$ cat config.mk
export PLATFORM = sky130hd
export DESIGN_NAME = bankers_safety_check
export DESIGN_NICKNAME = d
export VERILOG_FILES = /design/src/rtl/core/bsc_pkg.sv /design/src/rtl/core/bsc_ram.sv /design/src/rtl/core/bsc_ctrl.sv /design/src/rtl/core/bsc_dpath.sv /design/src/rtl/core/bankers_safety_check.sv
export SDC_FILE = /design/constraint.sdc
export NUM_CORES = 1
export LEC_CHECK = 0
export BUFFER_PORTS_ARGS = -buffer_cell sky130_fd_sc_hd__buf_4
export CAP_MARGIN = 10
export CELL_PAD_IN_SITES_DETAIL_PLACEMENT = 1
export CELL_PAD_IN_SITES_GLOBAL_PLACEMENT = 2
export CORE_ASPECT_RATIO = 0.9
export CORE_UTILIZATION = 35
export CTS_CLUSTER_SIZE = 40
export DETAILED_ROUTE_END_ITERATION = 8
export GPL_TIMING_DRIVEN = 0
export HOLD_SLACK_MARGIN = 0.12
export PLACE_DENSITY = 0.62
export REMOVE_ABC_BUFFERS = 1
export SLEW_MARGIN = 20
export SYNTH_ARGS = -nofsm -noshare
export SYNTH_HDL_FRONTEND = slang
export SYNTH_HIERARCHICAL = 1
export SYNTH_SLANG_ARGS = --single-unit
$ cat constraint.sdc
create_clock -name aclk -period 9.8 [get_ports aclk]
set_clock_uncertainty 0.15 [all_clocks]
set_input_delay 0.98 -clock aclk [delete_from_list [all_inputs] [get_ports aclk]]
set_output_delay 0.98 -clock aclk [all_outputs]
set_load 0.1 [all_outputs]
$ cat src/rtl/core/bsc_pkg.sv
// Shared types, constants and state encoding for the banker's safety checker.
package bsc_pkg;

    localparam int NUM_PROCS = 8;
    localparam int NUM_RES   = 4;
    localparam int RES_WIDTH = 8;
    localparam int PROC_W    = 3;
    localparam int ACT_W     = 4;
    localparam int SEQ_W     = 3;
    localparam int ADM_W     = 4;
    localparam int PADDR_W   = 5;
    localparam int PDATA_W   = 32;

    localparam logic [ACT_W-1:0] ACTIVE_RESET = 4'd8;

    localparam logic OP_LOAD  = 1'b0;
    localparam logic OP_CHECK = 1'b1;

    localparam logic [2:0] REG_ACTIVE_PROCS = 3'd0;
    localparam logic [2:0] REG_AVAIL_0      = 3'd1;
    localparam logic [2:0] REG_AVAIL_1      = 3'd2;
    localparam logic [2:0] REG_AVAIL_2      = 3'd3;
    localparam logic [2:0] REG_AVAIL_3      = 3'd4;

    typedef logic [NUM_RES-1:0][RES_WIDTH-1:0] res_vec_t;

    typedef enum logic [1:0] {
        ST_IDLE,
        ST_READ,
        ST_EVAL,
        ST_CLOSE
    } state_t;

    typedef struct packed {
        logic load;
        logic start;
        logic rd_en;
        logic admit;
        logic adv;
        logic wrap;
        logic emit_close;
    } dp_cmd_t;

    typedef struct packed {
        logic can_admit;
        logic last_p;
        logic all_done_next;
        logic found;
        logic out_free;
        logic start_n_zero;
    } dp_sts_t;

endpackage

$ cat src/rtl/core/bsc_ram.sv
// Generic single-port-write, single-port-read RAM with registered read data.
module bsc_ram #(
    parameter int WIDTH = 64,
    parameter int DEPTH = 8
) (
    input  logic                                       aclk,
    input  logic                                       we,
    input  logic [$clog2((DEPTH > 1) ? DEPTH : 2)-1:0] waddr,
    input  logic [WIDTH-1:0]                           wdata,
    input  logic                                       re,
    input  logic [$clog2((DEPTH > 1) ? DEPTH : 2)-1:0] raddr,
    output logic [WIDTH-1:0]                           rdata
);
    logic [WIDTH-1:0] mem_reg [DEPTH];
    logic [WIDTH-1:0] rdata_reg;

    always_ff @(posedge aclk) begin
        if (we) begin
            mem_reg[waddr] <= wdata;
        end
        if (re) begin
            rdata_reg <= mem_reg[raddr];
        end
    end

    assign rdata = rdata_reg;

endmodule

$ cat src/rtl/core/bsc_ctrl.sv
// Scan controller: sequences loads, row reads, admissions and the closing verdict.
module bsc_ctrl (
    input  logic              aclk,
    input  logic              aresetn,
    input  logic              s_valid,
    input  logic              s_op,
    output logic              s_ready,
    input  bsc_pkg::dp_sts_t  sts,
    output bsc_pkg::dp_cmd_t  cmd
);
    bsc_pkg::state_t state_reg, state_next;

    always_ff @(posedge aclk) begin
        if (!aresetn) begin
            state_reg <= bsc_pkg::ST_IDLE;
        end else begin
            state_reg <= state_next;
        end
    end

    always_comb begin
        state_next = state_reg;
        cmd        = '0;
        s_ready    = 1'b0;
        case (state_reg)
            bsc_pkg::ST_IDLE: begin
                s_ready = 1'b1;
                if (s_valid) begin
                    if (s_op == bsc_pkg::OP_LOAD) begin
                        cmd.load = 1'b1;
                    end else begin
                        cmd.start  = 1'b1;
                        state_next = sts.start_n_zero ? bsc_pkg::ST_CLOSE : bsc_pkg::ST_READ;
                    end
                end
            end
            bsc_pkg::ST_READ: begin
                cmd.rd_en  = 1'b1;
                state_next = bsc_pkg::ST_EVAL;
            end
            bsc_pkg::ST_EVAL: begin
                if (sts.can_admit) begin
                    // hold on the row until the output stage has room
                    if (sts.out_free) begin
                        cmd.admit = 1'b1;
                        if (sts.all_done_next) begin
                            state_next = bsc_pkg::ST_CLOSE;
                        end else if (sts.last_p) begin
                            cmd.wrap   = 1'b1;
                            state_next = bsc_pkg::ST_READ;
                        end else begin
                            cmd.adv    = 1'b1;
                            state_next = bsc_pkg::ST_READ;
                        end
                    end
                end else if (sts.last_p) begin
                    if (sts.found) begin
                        cmd.wrap   = 1'b1;
                        state_next = bsc_pkg::ST_READ;
                    end else begin
                        state_next = bsc_pkg::ST_CLOSE;
                    end
                end else begin
                    cmd.adv    = 1'b1;
                    state_next = bsc_pkg::ST_READ;
                end
            end
            bsc_pkg::ST_CLOSE: begin
                if (sts.out_free) begin
                    cmd.emit_close = 1'b1;
                    state_next     = bsc_pkg::ST_IDLE;
                end
            end
            default: begin
                state_next = bsc_pkg::ST_IDLE;
            end
        endcase
    end

endmodule

$ cat src/rtl/core/bsc_dpath.sv
// Datapath: process table, work vector, finished flags, counters and result stage.
module bsc_dpath (
    input  logic                          aclk,
    input  logic                          aresetn,
    input  bsc_pkg::dp_cmd_t              cmd,
    output bsc_pkg::dp_sts_t              sts,
    input  logic [bsc_pkg::ACT_W-1:0]     active_procs,
    input  bsc_pkg::res_vec_t             avail,
    input  logic [bsc_pkg::PROC_W-1:0]    s_proc,
    input  bsc_pkg::res_vec_t             s_held,
    input  bsc_pkg::res_vec_t             s_claim,
    output logic                          m_valid,
    input  logic                          m_ready,
    output logic                          m_proc_valid,
    output logic [bsc_pkg::SEQ_W-1:0]     m_seq_proc,
    output logic                          m_safe,
    output logic [bsc_pkg::ADM_W-1:0]     m_admitted,
    output logic                          m_last
);
    localparam int NUM_PROCS = bsc_pkg::NUM_PROCS;
    localparam int PIDX_W = (NUM_PROCS > 1) ? $clog2(NUM_PROCS) : 1;
    localparam int CNT_W  = $clog2(NUM_PROCS + 1);
    localparam int WORK_W = bsc_pkg::RES_WIDTH + $clog2(NUM_PROCS + 1);
    localparam int VEC_W  = bsc_pkg::NUM_RES * bsc_pkg::RES_WIDTH;
    localparam int ROW_W  = 2 * VEC_W;

    bsc_pkg::res_vec_t need_wr, held_rd, need_rd;
    logic [ROW_W-1:0]  row_rd;
    logic              row_we;

    logic [bsc_pkg::NUM_RES-1:0][WORK_W-1:0] work_reg, work_next;
    logic [NUM_PROCS-1:0] fin_reg, fin_next;
    logic [PIDX_W-1:0]    p_reg, p_next;
    logic [CNT_W-1:0]     count_reg, count_next, n_reg, n_next, count_inc;
    logic                 found_reg, found_next;
    logic                 fits;

    logic                        m_valid_reg, m_valid_next;
    logic                        m_proc_valid_reg, m_safe_reg, m_last_reg;
    logic [bsc_pkg::SEQ_W-1:0]   m_seq_proc_reg;
    logic [bsc_pkg::ADM_W-1:0]   m_admitted_reg;

    // need = claim - held, floored at zero
    always_comb begin
        for (int j = 0; j < bsc_pkg::NUM_RES; j++) begin
            need_wr[j] = (s_claim[j] >= s_held[j]) ? (s_claim[j] - s_held[j]) : '0;
        end
    end

    assign row_we = cmd.load && (32'(s_proc) < 32'(NUM_PROCS));

    bsc_ram #(
        .WIDTH (ROW_W),
        .DEPTH (NUM_PROCS)
    ) u_row_ram (
        .aclk  (aclk),
        .we    (row_we),
        .waddr (PIDX_W'(s_proc)),
        .wdata ({need_wr, s_held}),
        .re    (cmd.rd_en),
        .raddr (p_reg),
        .rdata (row_rd)
    );

    assign held_rd = row_rd[VEC_W-1:0];
    assign need_rd = row_rd[ROW_W-1:VEC_W];

    always_comb begin
        fits = 1'b1;
        for (int j = 0; j < bsc_pkg::NUM_RES; j++) begin
            if (WORK_W'(need_rd[j]) > work_reg[j]) begin
                fits = 1'b0;
            end
        end
    end

    assign count_inc = count_reg + CNT_W'(1);

    assign sts.can_admit     = fits && !fin_reg[p_reg];
    assign sts.last_p        = (CNT_W'(p_reg) + CNT_W'(1)) == n_reg;
    assign sts.all_done_next = (count_inc == n_reg);
    assign sts.found         = found_reg;
    assign sts.out_free      = !m_valid_reg || m_ready;
    assign sts.start_n_zero  = (active_procs == '0);

    always_comb begin
        work_next  = work_reg;
        fin_next   = fin_reg;
        p_next     = p_reg;
        count_next = count_reg;
        n_next     = n_reg;
        found_next = found_reg;
        if (cmd.start) begin
            for (int j = 0; j < bsc_pkg::NUM_RES; j++) begin
                work_next[j] = WORK_W'(avail[j]);
            end
            fin_next   = '0;
            p_next     = '0;
            count_next = '0;
            found_next = 1'b0;
            n_next     = (32'(active_procs) > 32'(NUM_PROCS)) ? CNT_W'(NUM_PROCS)
                                                              : CNT_W'(active_procs);
        end else begin
            if (cmd.admit) begin
                for (int j = 0; j < bsc_pkg::NUM_RES; j++) begin
                    work_next[j] = work_reg[j] + WORK_W'(held_rd[j]);
                end
                fin_next[p_reg] = 1'b1;
                count_next      = count_inc;
                found_next      = 1'b1;
            end
            if (cmd.adv) begin
                p_next = p_reg + PIDX_W'(1);
            end
            if (cmd.wrap) begin
                p_next     = '0;
                found_next = 1'b0;
            end
        end
    end

    always_comb begin
        m_valid_next = m_valid_reg && !m_ready;
        if (cmd.admit || cmd.emit_close) begin
            m_valid_next = 1'b1;
        end
    end

    always_ff @(posedge aclk) begin
        if (!aresetn) begin
            fin_reg     <= '0;
            p_reg       <= '0;
            count_reg   <= '0;
            n_reg       <= '0;
            found_reg   <= 1'b0;
            m_valid_reg <= 1'b0;
        end else begin
            fin_reg     <= fin_next;
            p_reg       <= p_next;
            count_reg   <= count_next;
            n_reg       <= n_next;
            found_reg   <= found_next;
            m_valid_reg <= m_valid_next;
        end
    end

    always_ff @(posedge aclk) begin
        work_reg <= work_next;
        if (cmd.admit) begin
            m_proc_valid_reg <= 1'b1;
            m_seq_proc_reg   <= bsc_pkg::SEQ_W'(p_reg);
            m_safe_reg       <= 1'b0;
            m_admitted_reg   <= bsc_pkg::ADM_W'(count_inc);
            m_last_reg       <= 1'b0;
        end else if (cmd.emit_close) begin
            m_proc_valid_reg <= 1'b0;
            m_seq_proc_reg   <= '0;
            m_safe_reg       <= (count_reg >= n_reg);
            m_admitted_reg   <= bsc_pkg::ADM_W'(count_reg);
            m_last_reg       <= 1'b1;
        end
    end

    assign m_valid      = m_valid_reg;
    assign m_proc_valid = m_proc_valid_reg;
    assign m_seq_proc   = m_seq_proc_reg;
    assign m_safe       = m_safe_reg;
    assign m_admitted   = m_admitted_reg;
    assign m_last       = m_last_reg;

endmodule

$ cat src/rtl/core/bankers_safety_check.sv
// Top level of the banker's safety checker: config registers, controller and datapath.
//
//   channel   direction  handshake         carries
//   s_*       in         s_valid/s_ready   one load row (op 0) or a check request (op 1)
//   m_*       out        m_valid/m_ready   one admitted process, or the closing verdict
//   apb       in/out     psel/penable      active_procs, avail_0..avail_3
//
// A load item is taken while the scan is idle. A check starts a scan that visits
// each active process once per pass, with one table read and one evaluation per
// visit, over every pass, and ends with the verdict.
// Reset is synchronous, active low; the process table holds no reset value.
// A full output register stalls the scan at the next admission or verdict only;
// new items are accepted whenever the scan is idle, even with a result waiting.
module bankers_safety_check (
    input  logic                          aclk,
    input  logic                          aresetn,
    // configuration port
    input  logic                          psel,
    input  logic                          penable,
    input  logic                          pwrite,
    input  logic [bsc_pkg::PADDR_W-1:0]   paddr,
    input  logic [bsc_pkg::PDATA_W-1:0]   pwdata,
    output logic [bsc_pkg::PDATA_W-1:0]   prdata,
    output logic                          pready,
    // input items
    input  logic                          s_valid,
    output logic                          s_ready,
    input  logic                          s_op,
    input  logic [bsc_pkg::PROC_W-1:0]    s_proc,
    input  logic [bsc_pkg::RES_WIDTH-1:0] s_held_0,
    input  logic [bsc_pkg::RES_WIDTH-1:0] s_held_1,
    input  logic [bsc_pkg::RES_WIDTH-1:0] s_held_2,
    input  logic [bsc_pkg::RES_WIDTH-1:0] s_held_3,
    input  logic [bsc_pkg::RES_WIDTH-1:0] s_claim_0,
    input  logic [bsc_pkg::RES_WIDTH-1:0] s_claim_1,
    input  logic [bsc_pkg::RES_WIDTH-1:0] s_claim_2,
    input  logic [bsc_pkg::RES_WIDTH-1:0] s_claim_3,
    // result items
    output logic                          m_valid,
    input  logic                          m_ready,
    output logic                          m_proc_valid,
    output logic [bsc_pkg::SEQ_W-1:0]     m_seq_proc,
    output logic                          m_safe,
    output logic [bsc_pkg::ADM_W-1:0]     m_admitted,
    output logic                          m_last
);
    logic [bsc_pkg::ACT_W-1:0] active_reg;
    bsc_pkg::res_vec_t         avail_reg;
    bsc_pkg::res_vec_t         held_vec, claim_vec;
    logic [2:0]                cfg_idx;
    logic                      cfg_wr;
    bsc_pkg::dp_cmd_t          cmd;
    bsc_pkg::dp_sts_t          sts;

    // Register index sits above the byte offset; pready is tied high, so the
    // access phase never waits.
    assign pready  = 1'b1;
    assign cfg_idx = paddr[4:2];
    assign cfg_wr  = psel && penable && pwrite && pready;

    always_ff @(posedge aclk) begin
        if (!aresetn) begin
            active_reg <= bsc_pkg::ACTIVE_RESET;
            avail_reg  <= '0;
        end else if (cfg_wr) begin
            case (cfg_idx)
                bsc_pkg::REG_ACTIVE_PROCS: active_reg   <= pwdata[bsc_pkg::ACT_W-1:0];
                bsc_pkg::REG_AVAIL_0:      avail_reg[0] <= pwdata[bsc_pkg::RES_WIDTH-1:0];
                bsc_pkg::REG_AVAIL_1:      avail_reg[1] <= pwdata[bsc_pkg::RES_WIDTH-1:0];
                bsc_pkg::REG_AVAIL_2:      avail_reg[2] <= pwdata[bsc_pkg::RES_WIDTH-1:0];
                bsc_pkg::REG_AVAIL_3:      avail_reg[3] <= pwdata[bsc_pkg::RES_WIDTH-1:0];
                default: begin
                    // drop writes past the register list
                end
            endcase
        end
    end

    // Read back; unused addresses return zero.
    always_comb begin
        prdata = '0;
        case (cfg_idx)
            bsc_pkg::REG_ACTIVE_PROCS: prdata = bsc_pkg::PDATA_W'(active_reg);
            bsc_pkg::REG_AVAIL_0:      prdata = bsc_pkg::PDATA_W'(avail_reg[0]);
            bsc_pkg::REG_AVAIL_1:      prdata = bsc_pkg::PDATA_W'(avail_reg[1]);
            bsc_pkg::REG_AVAIL_2:      prdata = bsc_pkg::PDATA_W'(avail_reg[2]);
            bsc_pkg::REG_AVAIL_3:      prdata = bsc_pkg::PDATA_W'(avail_reg[3]);
            default:                   prdata = '0;
        endcase
    end

    // Gather the per-resource fields into vectors, resource 0 lowest.
    assign held_vec  = {s_held_3, s_held_2, s_held_1, s_held_0};
    assign claim_vec = {s_claim_3, s_claim_2, s_claim_1, s_claim_0};

    bsc_ctrl u_ctrl (
        .aclk    (aclk),
        .aresetn (aresetn),
        .s_valid (s_valid),
        .s_op    (s_op),
        .s_ready (s_ready),
        .sts     (sts),
        .cmd     (cmd)
    );

    bsc_dpath u_dpath (
        .aclk         (aclk),
        .aresetn      (aresetn),
        .cmd          (cmd),
        .sts          (sts),
        .active_procs (active_reg),
        .avail        (avail_reg),
        .s_proc       (s_proc),
        .s_held       (held_vec),
        .s_claim      (claim_vec),
        .m_valid      (m_valid),
        .m_ready      (m_ready),
        .m_proc_valid (m_proc_valid),
        .m_seq_proc   (m_seq_proc),
        .m_safe       (m_safe),
        .m_admitted   (m_admitted),
        .m_last       (m_last)
    );

endmodule

==> results.md, run 1 <==
- The run finished with clean final reports.
- The path type of the worst setup path is reg -> reg.
- For this run, the register share of the synthesized area comes to approximately two thirds.
- After the first detailed-routing iteration, the DRC count stood at roughly 1000.
- The final number of setup-violating endpoints is 0.
- The switching part of the total is about a quarter.
- The placed instances occupy a cell area of roughly 33000 sq um.
- The leading cell type in the layout, fill and taps excluded is sky130_fd_sc_hd__edfxtp_1.
- Synthesis inferred 693 register bits.
- The slowest stage cell on the critical path is sky130_fd_sc_hd__and4b_2.
- The area of combinational cells with multiple inputs is 9700 sq um.
- Synthesis produced between 1500 and 2000 cells.
- The async set-or-reset flop fraction in the synthesized netlist is 0%.
- The number of violations of the max-capacitance limit is 0.
- The capture endpoint of the worst hold path is u_dpath/m_proc_valid.
- The number of buffers inserted by port buffering is ~110.
- The critical path goes through inv_1, ha_1, nor2b_1, o211ai_1, a21oi_1, a211oi_1, o22ai_1, nor3_2, and4b_2, inv_2, nor2_1, a32o_1.
- Compared with the post-synthesis result, the final layout area differs by 17.9%.
- Along the worst path, the maximum fanout reaches 28.
- The routed via count divided by cell count is slightly above 5.
- The initialized floorplan defines around 100 standard-cell rows.
- Once layout is complete, the utilization of the core stands at 41.7%.
- The predominant post-synthesis flop cell is sky130_fd_sc_hd__edfxtp_1.
- The number of gates resized after CTS was 0.
- Summing the areas of all and, or, nand and nor instances in the mapped netlist gives under 10% of the synthesized area.
- The total power of the final layout is between 0.007 and 0.008 W.
- The worst reg-to-reg setup slack is 4.43 ns.
- For this run, the total global-route usage over all layers was measured as ~17%.
- The worst-margin pin slew is 0.837 ns.
- The leakage power is about 12 nW.
- The worst setup slack before clock tree synthesis is roughly 4.4 ns.
- In this run, synthesis inferred 615 flip-flops with an integrated enable.
- The cell area after synthesis is 30500 sq um.
- In this run the power spent charging and discharging nets is 0.00169 W.
- The final hold violation count came to 0.
- The power per cell area is between 150 and 200 nW/um^2.
- The global placement routability congestion is between 0.8 and 0.9.
- The number of buffers added to fix hold violations after cts is 0.
- The library cells used most frequently in the layout, excluding fill and tap cells, are sky130_fd_sc_hd__edfxtp_1, sky130_fd_sc_hd__mux4_2, sky130_fd_sc_hd__buf_4, sky130_fd_sc_hd__ha_1, sky130_fd_sc_hd__nand2_1.
- The x dimension of the die is between 300 and 400 um.
- Setup repair after global routing left no endpoint under its margin.
- The number of placed I/O pins is around 160.
- The share of total power in combinational logic is 10.4%.
- The end of the worst register-to-register path is u_dpath/work_reg[43].
- Before antenna repair, the detailed router went through 4 iterations.
- VDD sags by at most 111 uV.
- TritonCTS built the clock tree.
- The initial antenna violation count is 2.
- The clock transition at the registers of the reported paths is approximately 0.06 ns.
- The final layout contains 2271 nets.
- The global-route wire length before repair is between 100 and 150 mm.
- The effective utilization at floorplan is between 30% and 40%.
- The clock network burns between 40% and 50% of the power.
- The count of clock tree sinks is between 600 and 700.
- The placeable core region is about 86000 sq um.
- The cell family contributing the most delay on the critical path is simple AND/OR/NAND/NOR gates.
- The post-synthesis share of cell area spent on xor and xnor gates is 1.72%.
- The buffers plus inverters on the worst setup path is 2.
- Counting cells, the worst reg-to-reg path comes to 12.
- The remaining max-slew budget at the tightest pin is 44.0%.
- Of the post-synthesis cell area, the part taken by muxes is roughly 14%.
- Once layout is done, the placed cells without fillers occupy ~36000 sq um.
- In the final layout, flip-flops and latches occupy 20000 sq um.
- Counting the buffers created by CTS gives just under 80.
- In this run the mean area of a mapped cell was 16.3 sq um.
- Timing would allow up to roughly 190 MHz.
- The maximum number of buffers from clock root to sink is 3.
- The H-tree generated during clock tree synthesis spans 3 levels.
- The register with the most flip-flops in the layout has 512 of them.
- The least setup slack across all paths after layout is approximately 4.4 ns.
- The largest single stage delay on the critical path is around 0.91 ns.
- The worst path uses a little over half of the clock period.
- Detailed placement ended at an HPWL of ~50 mm.
- The number of global-route vias before repair is between 15000 and 20000.
- The leftover overflow at the end of global routing is 0.
- The count of nets left with antenna violations once routing finished came out at 0.
- The area fraction in compound gates after synthesis is 5.38%.
- Of the total synthesized cell area, the portion taken by full adders, half adders and majority gates is under 10%.
- The post-CTS setup buffer count is 0.
- The data arrival time of the worst path is between 5 and 6 ns.
- The die height is 282 um.
- The startpoint type of the worst setup path is a flop.
- After synthesis, the largest family of logic cells by area is multiplexers.
- The floorplan step defined a die boundary enclosing between 80000 and 90000 sq um.
- The worst path required time is between 10 and 15 ns.
- STA classifies the critical path endpoint as a flop.
- Across all layers, the routed design uses 16500 vias.
- The fraction of final layout cells with drive strength greater than 1 is around a quarter.
- The critical register-to-register path startpoint is u_dpath/work_reg[13].
- Subtracting the final worst setup slack from the clock period gives roughly 5.4 ns.
- For the worst-skew pair, the clock arrives at the later sink with an insertion delay of a little over 0.6 ns.
- Cell internal power was estimated by the tool at 0.00538 W.
- The total count of max-transition violations in the final report came to 0.
- Dividing the detail-routed wire length by the instance count gives approximately 22 um.
- The worst min-delay path class is reg -> reg.
- The tightest hold path in the finished design has a slack of about 0.31 ns.
- The number of cells on the worst hold path is 2.
- The launch instance of the worst min-delay path is u_dpath/m_proc_valid.
- The number of inserted filler cells in the final layout is between 8000 and 9000.
- The antenna diode count is 0.
- For this block, the routed nets add up to approximately 73 mm of wire.
- For this run, design rule violations remaining after detail routing come to 0.
- The synthesized netlist contains 76 unique library cells.
- The count of yosys warnings during synthesis is 6.
- The root buffer cell is sky130_fd_sc_hd__clkbuf_16.
- The pin count of the biggest net entering global routing is 53.
- Per report_power, the sequential group accounts for between 40 and 50% of the total.
-- per-stage QoR --
stage / cells / setup TNS (ns)
detailed placement: 3114 / 0
finish: 3257 / 0
CTS: 3257 / 0
global placement: 3052 / -570.53
global route: 3257 / 0
floorplan: 1803 / 0
-- power by group through the flow --
stage	logic [W]	clock network (W)	registers, W
floorplan	0.000445	0	0.00349
global placement	0.000696	0	0.00347
detailed placement	0.000744	0	0.00343
CTS	0.000749	0.00306	0.00337
global route	0.000806	0.00316	0.00338
finish	0.000735	0.00297	0.00337
-- worst max-delay path by stage --
stage / startpoint / to / slack, ns / cells past startpoint
3_3_place_gp: s_op / u_dpath/u_row_ram/mem_reg[4][21] / -2.95 / 4
3_5_place_dp: u_dpath/work_reg[13] / u_dpath/work_reg[43] / 4.40 / 12
6_report: u_dpath/work_reg[13] / u_dpath/work_reg[43] / 4.43 / 12
4_1_cts: u_dpath/work_reg[13] / u_dpath/work_reg[43] / 4.35 / 12
2_1_floorplan: u_dpath/p_reg[0] / u_dpath/work_reg[0] / 1.61 / 6
5_1_grt: u_dpath/work_reg[13] / u_dpath/work_reg[43] / 4.14 / 12
-- routing by layer --
metal  track usage, %  wire, um
met5                0        27
met2             25.7     32600
met4             4.99      1800
met3             2.68      2520
met1             24.5     36100
-- Yosys cell counts, types with 14 or more instances --
| cell type | count | area share [%] |
|---|---|---|
| sky130_fd_sc_hd__a21oi_1 | 48 | 0.79 |
| sky130_fd_sc_hd__buf_4 | 33 | 0.81 |
| sky130_fd_sc_hd__buf_6 | 14 | 0.52 |
| sky130_fd_sc_hd__clkbuf_1 | 24 | 0.29 |
| sky130_fd_sc_hd__dfxtp_1 | 78 | 5.1 |
| sky130_fd_sc_hd__edfxtp_1 | 615 | 60 |
| sky130_fd_sc_hd__ha_1 | 102 | 4.2 |
| sky130_fd_sc_hd__inv_1 | 96 | 1.2 |
| sky130_fd_sc_hd__mux2_2 | 69 | 2.5 |
| sky130_fd_sc_hd__mux2i_1 | 47 | 1.5 |
| sky130_fd_sc_hd__mux4_2 | 130 | 9.6 |
| sky130_fd_sc_hd__nand2_1 | 101 | 1.2 |
| sky130_fd_sc_hd__nand2b_1 | 19 | 0.39 |
| sky130_fd_sc_hd__nand3_1 | 14 | 0.23 |
| sky130_fd_sc_hd__nand4_1 | 16 | 0.33 |
| sky130_fd_sc_hd__nor2_1 | 82 | 1.0 |
| sky130_fd_sc_hd__nor2b_1 | 28 | 0.57 |
| sky130_fd_sc_hd__o21ai_0 | 36 | 0.59 |
| sky130_fd_sc_hd__o31ai_1 | 17 | 0.42 |
| sky130_fd_sc_hd__xnor2_1 | 34 | 0.97 |
| sky130_fd_sc_hd__xor2_1 | 26 | 0.75 |
-- area by class of cell --
cell class	count	share of cell area [%]
clock inverter	45	1.45
timing repair buffer	167	5.23
tap	1144	3.97
sequential	693	55.6
inverter	97	1.01
clock buffer	98	5.74
multi-input combinational	1013	26.9
-- logic make-up after synthesis --
kind of cell / Yosys count
multiplexers: 246
buffers and inverters: 192
adder cells (fa/ha/maj): 110
XOR/XNOR: 60
AND/OR/NAND/NOR: 339
AO/OA/AOI/OAI: 233
other: 2
flip-flops: 693
-- tightest hold or removal path, cell delays in order, from the launching register on --
cell and delay, ns:
sky130_fd_sc_hd__dfxtp_1 0.31, sky130_fd_sc_hd__inv_1 0.04, sky130_fd_sc_hd__o21ai_0 0.06
Power figures use the tool's default switching activity.
==> run 2, diff against run 1 <==
Clock period 9.8 ns to 5.54 ns, I/O delays scaled along.
==> results.md, run 2 (synthesis gave the netlist of run 1 again) <==
- The run finished with clean final reports.
- The min-delay analysis places its worst path in the category in -> reg.
- The global placement routability congestion is 0.822 (unchanged).
- The switching part of the total is 23.9% (about the same).
- The routed via count divided by cell count came to 5.07 (-0.26%).
- The total number of vias is 16700 (+0.75%).
- The leftover overflow at the end of global routing is 0 (unchanged).
- The root buffer cell is sky130_fd_sc_hd__clkbuf_16.
- In the layout the commonest cells are sky130_fd_sc_hd__edfxtp_1, sky130_fd_sc_hd__mux4_2, sky130_fd_sc_hd__buf_4, sky130_fd_sc_hd__ha_1, sky130_fd_sc_hd__nand2_1.
- The count of clock tree sinks was 693 (unchanged).
- The number of placed I/O pins was 157 (unchanged).
- The highest net fanout along the worst path is 28 (unchanged).
- The final period demand of the worst path is 5.02 ns (-0.350 ns).
- The minimum hold slack is 0.173 ns (-0.137 ns).
- The final number of setup-violating endpoints was 0 (unchanged).
- The share of the clock period used by the worst path was 90.6% (+36 points).
- The antenna diode count is 0 (unchanged).
- The power per cell area was 345 nW/um^2 (+76%).
- The peak clock frequency supported by timing is 199 MHz (+7.0%).
- The launch instance of the worst min-delay path is s_valid.
- The internal power consumption came to 0.00954 W (+77%).
- The total number of nets in the final design is 2304 (+1.5%).
- The worst reg-to-reg setup slack is 0.52 ns (-3.91 ns).
- The path depth of the worst reg2reg path was 12 (unchanged).
- The post-detailed-placement half-perimeter wirelength is 50.5 mm (unchanged).
- The total power of the final layout is 0.0125 W (+77%).
- The number of CTS-inserted buffers is 77 (unchanged).
- The global-route usage over all layers is 16.8% (+0.029 points).
- The switching power is 0.00299 W (+77%).
- The part of the power in the clock network is 41.9% (about the same).
- The layout-stage area growth over the synthesis result is 19.0%.
- The leakage power came to 12.4 nW (+1.1%).
- The worst path required time is 5.86 ns (-4.26 ns).
- The number of cells on the worst hold path is 4 (+2).
- The number of rows in the core area was 102 (unchanged).
- The final hold violation count is 0 (unchanged).
- The worst-margin pin slew came to 0.837 ns (-0.000113 ns).
- The maximum number of buffers from clock root to sink was 3 (unchanged).
- For hold timing, the worst endpoint is u_ctrl/state_reg[1].
- The number of antenna-violating nets in the routed design is 0 (unchanged).
- The global-route wire length before repair came to 112 mm (+0.28%).
- The effective utilization at floorplan is 35.4% (unchanged).
- The total count of max-transition violations in the final report came to 0 (unchanged).
- The number of flip-flops under the largest register name is 512 (unchanged).
- The share of total power in combinational logic is 10.5% (about the same).
- STA classifies the critical path endpoint as a flop.
- The sequential cell fraction of total power is 47.6% (about the same).
- The clock transition at the registers of the reported paths was 0.06 ns (about the same).
- The number of buffers inserted by port buffering is 105 (unchanged).
- The leading cell type in the layout, fill and taps excluded is sky130_fd_sc_hd__edfxtp_1.
- The depth of the CTS H-tree came to 3 (unchanged).
- The post-CTS setup buffer count was 0 (unchanged).
- The die area is 88500 sq um (unchanged).
- The total routed wirelength was 73.1 mm (+0.20%).
- The latest clock arrival within the worst-skew pair is 0.61 ns (about the same).
- TritonCTS built the clock tree.
- The detailed-route wire length per cell is 22.2 um (-0.80%).
- The remaining max-slew budget at the tightest pin is 44.0% (about the same).
- The data arrival time of the worst path came to 5.34 ns (-0.35 ns).
- The number of global-route vias before repair is 18000 (+0.63%).
- The placeable core region is 86300 sq um (unchanged).
- The setup path with the least slack is of type reg -> reg.
- The residual DRC count is 0 (unchanged).
- The DRC violation total after the first TritonRoute iteration is 1024 (+2.3%).
- The pin count of the biggest net entering global routing is 53 (unchanged).
- The fraction of final layout cells with drive strength greater than 1 is 25.8% (-0.40 points).
- Setup repair after global routing left no endpoint under its margin.
- The end of the worst register-to-register path is u_dpath/work_reg[43].
- The worst setup path is launched from a flop.
- The number of violations of the max-capacitance limit was 0 (unchanged).
- The x dimension of the die was 313 um (unchanged).
- The critical register-to-register path startpoint is u_dpath/work_reg[13].
- The peak ir drop on the vdd network came to 196 uV (+77%).
- The number of iterations in the first detailed-routing pass is 4 (unchanged).
- The die height was 282 um (unchanged).
- The initial antenna violation count came to 2 (unchanged).
==> run 2: routing by layer <==
metal	share of wire, %	vias up	track usage [%]	wire length [um]
met2	45	271	25.8	32600
met3	3.5	111	2.64	2560
met4	2.5	4	4.99	1800
li1	-	7650	-	-
met5	0.037	-	0	27
met1	49	8637	24.6	36200
==> run 2: area by class of cell <==
cell class | count | area, sq um
clock inverters | 45 | 523
flip-flops and latches | 693 | 20000
repair buffers | 200 | 2210
fillers | 8496 | 49900
multi-input cells | 1013 | 9710
clock buffers | 98 | 2070
inverters | 97 | 364
well taps | 1144 | 1430
==> run 2: power by group through the flow <==
stage                     logic, W  registers, W  clock network, W
final                      0.00132       0.00596           0.00525
after CTS                  0.00134       0.00596           0.00541
after global routing       0.00145       0.00598           0.00559
after detailed placement   0.00132       0.00607                 0
after floorplan           0.000787       0.00618                 0
after global placement     0.00123       0.00613                 0
==> run 2: stage by stage <==
step                setup TNS [ns]  area [sq um]  std cells  utilization [%]  worst slack (ns)
floorplan                  -393.28         30000       1803                -             -2.65
finish                           0         36300       3290             42.1             0.521
CTS                              0         36300       3290             42.1            0.0853
detailed placement               0         33400       3114             38.7             0.137
global route                     0         36300       3290             42.1             0.203
global placement          -2835.76         32200       3052             37.4             -6.99
==> run 2: timing repair <==
item | 4_1_cts | 5_1_grt
gates resized for setup | 0 | 1
endpoints found under the hold margin | 257 | 0
hold buffers | 33 | 0
setup endpoints to repair | 0 | 6
==> run 2: critical path, stage by stage (launching register included) <==
cell and delay, ns:
sky130_fd_sc_hd__edfxtp_1 0.42, sky130_fd_sc_hd__inv_1 0.15, sky130_fd_sc_hd__ha_1 0.26, sky130_fd_sc_hd__nor2b_1 0.14
sky130_fd_sc_hd__o211ai_1 0.16, sky130_fd_sc_hd__a21oi_1 0.13, sky130_fd_sc_hd__a211oi_1 0.50, sky130_fd_sc_hd__o22ai_1 0.27
sky130_fd_sc_hd__nor3_2 0.57, sky130_fd_sc_hd__and4b_4 0.71, sky130_fd_sc_hd__inv_2 0.40, sky130_fd_sc_hd__nor2_1 0.73
sky130_fd_sc_hd__a32o_1 0.27
==> run 2: worst max-delay path by stage <==
| stage | start | to | slack [ns] | depth (start not counted) |
|---|---|---|---|---|
| final | u_dpath/work_reg[13] | u_dpath/work_reg[43] | 0.52 | 12 |
| after global routing | u_dpath/work_reg[13] | u_dpath/work_reg[43] | 0.20 | 12 |
| after CTS | u_dpath/work_reg[13] | u_dpath/work_reg[43] | 0.09 | 12 |
| after detailed placement | u_dpath/work_reg[13] | u_dpath/work_reg[43] | 0.14 | 12 |
| after global placement | u_dpath/p_reg[0] | u_dpath/work_reg[39] | -6.99 | 6 |
| after floorplan | u_dpath/p_reg[0] | u_dpath/work_reg[0] | -2.65 | 6 |
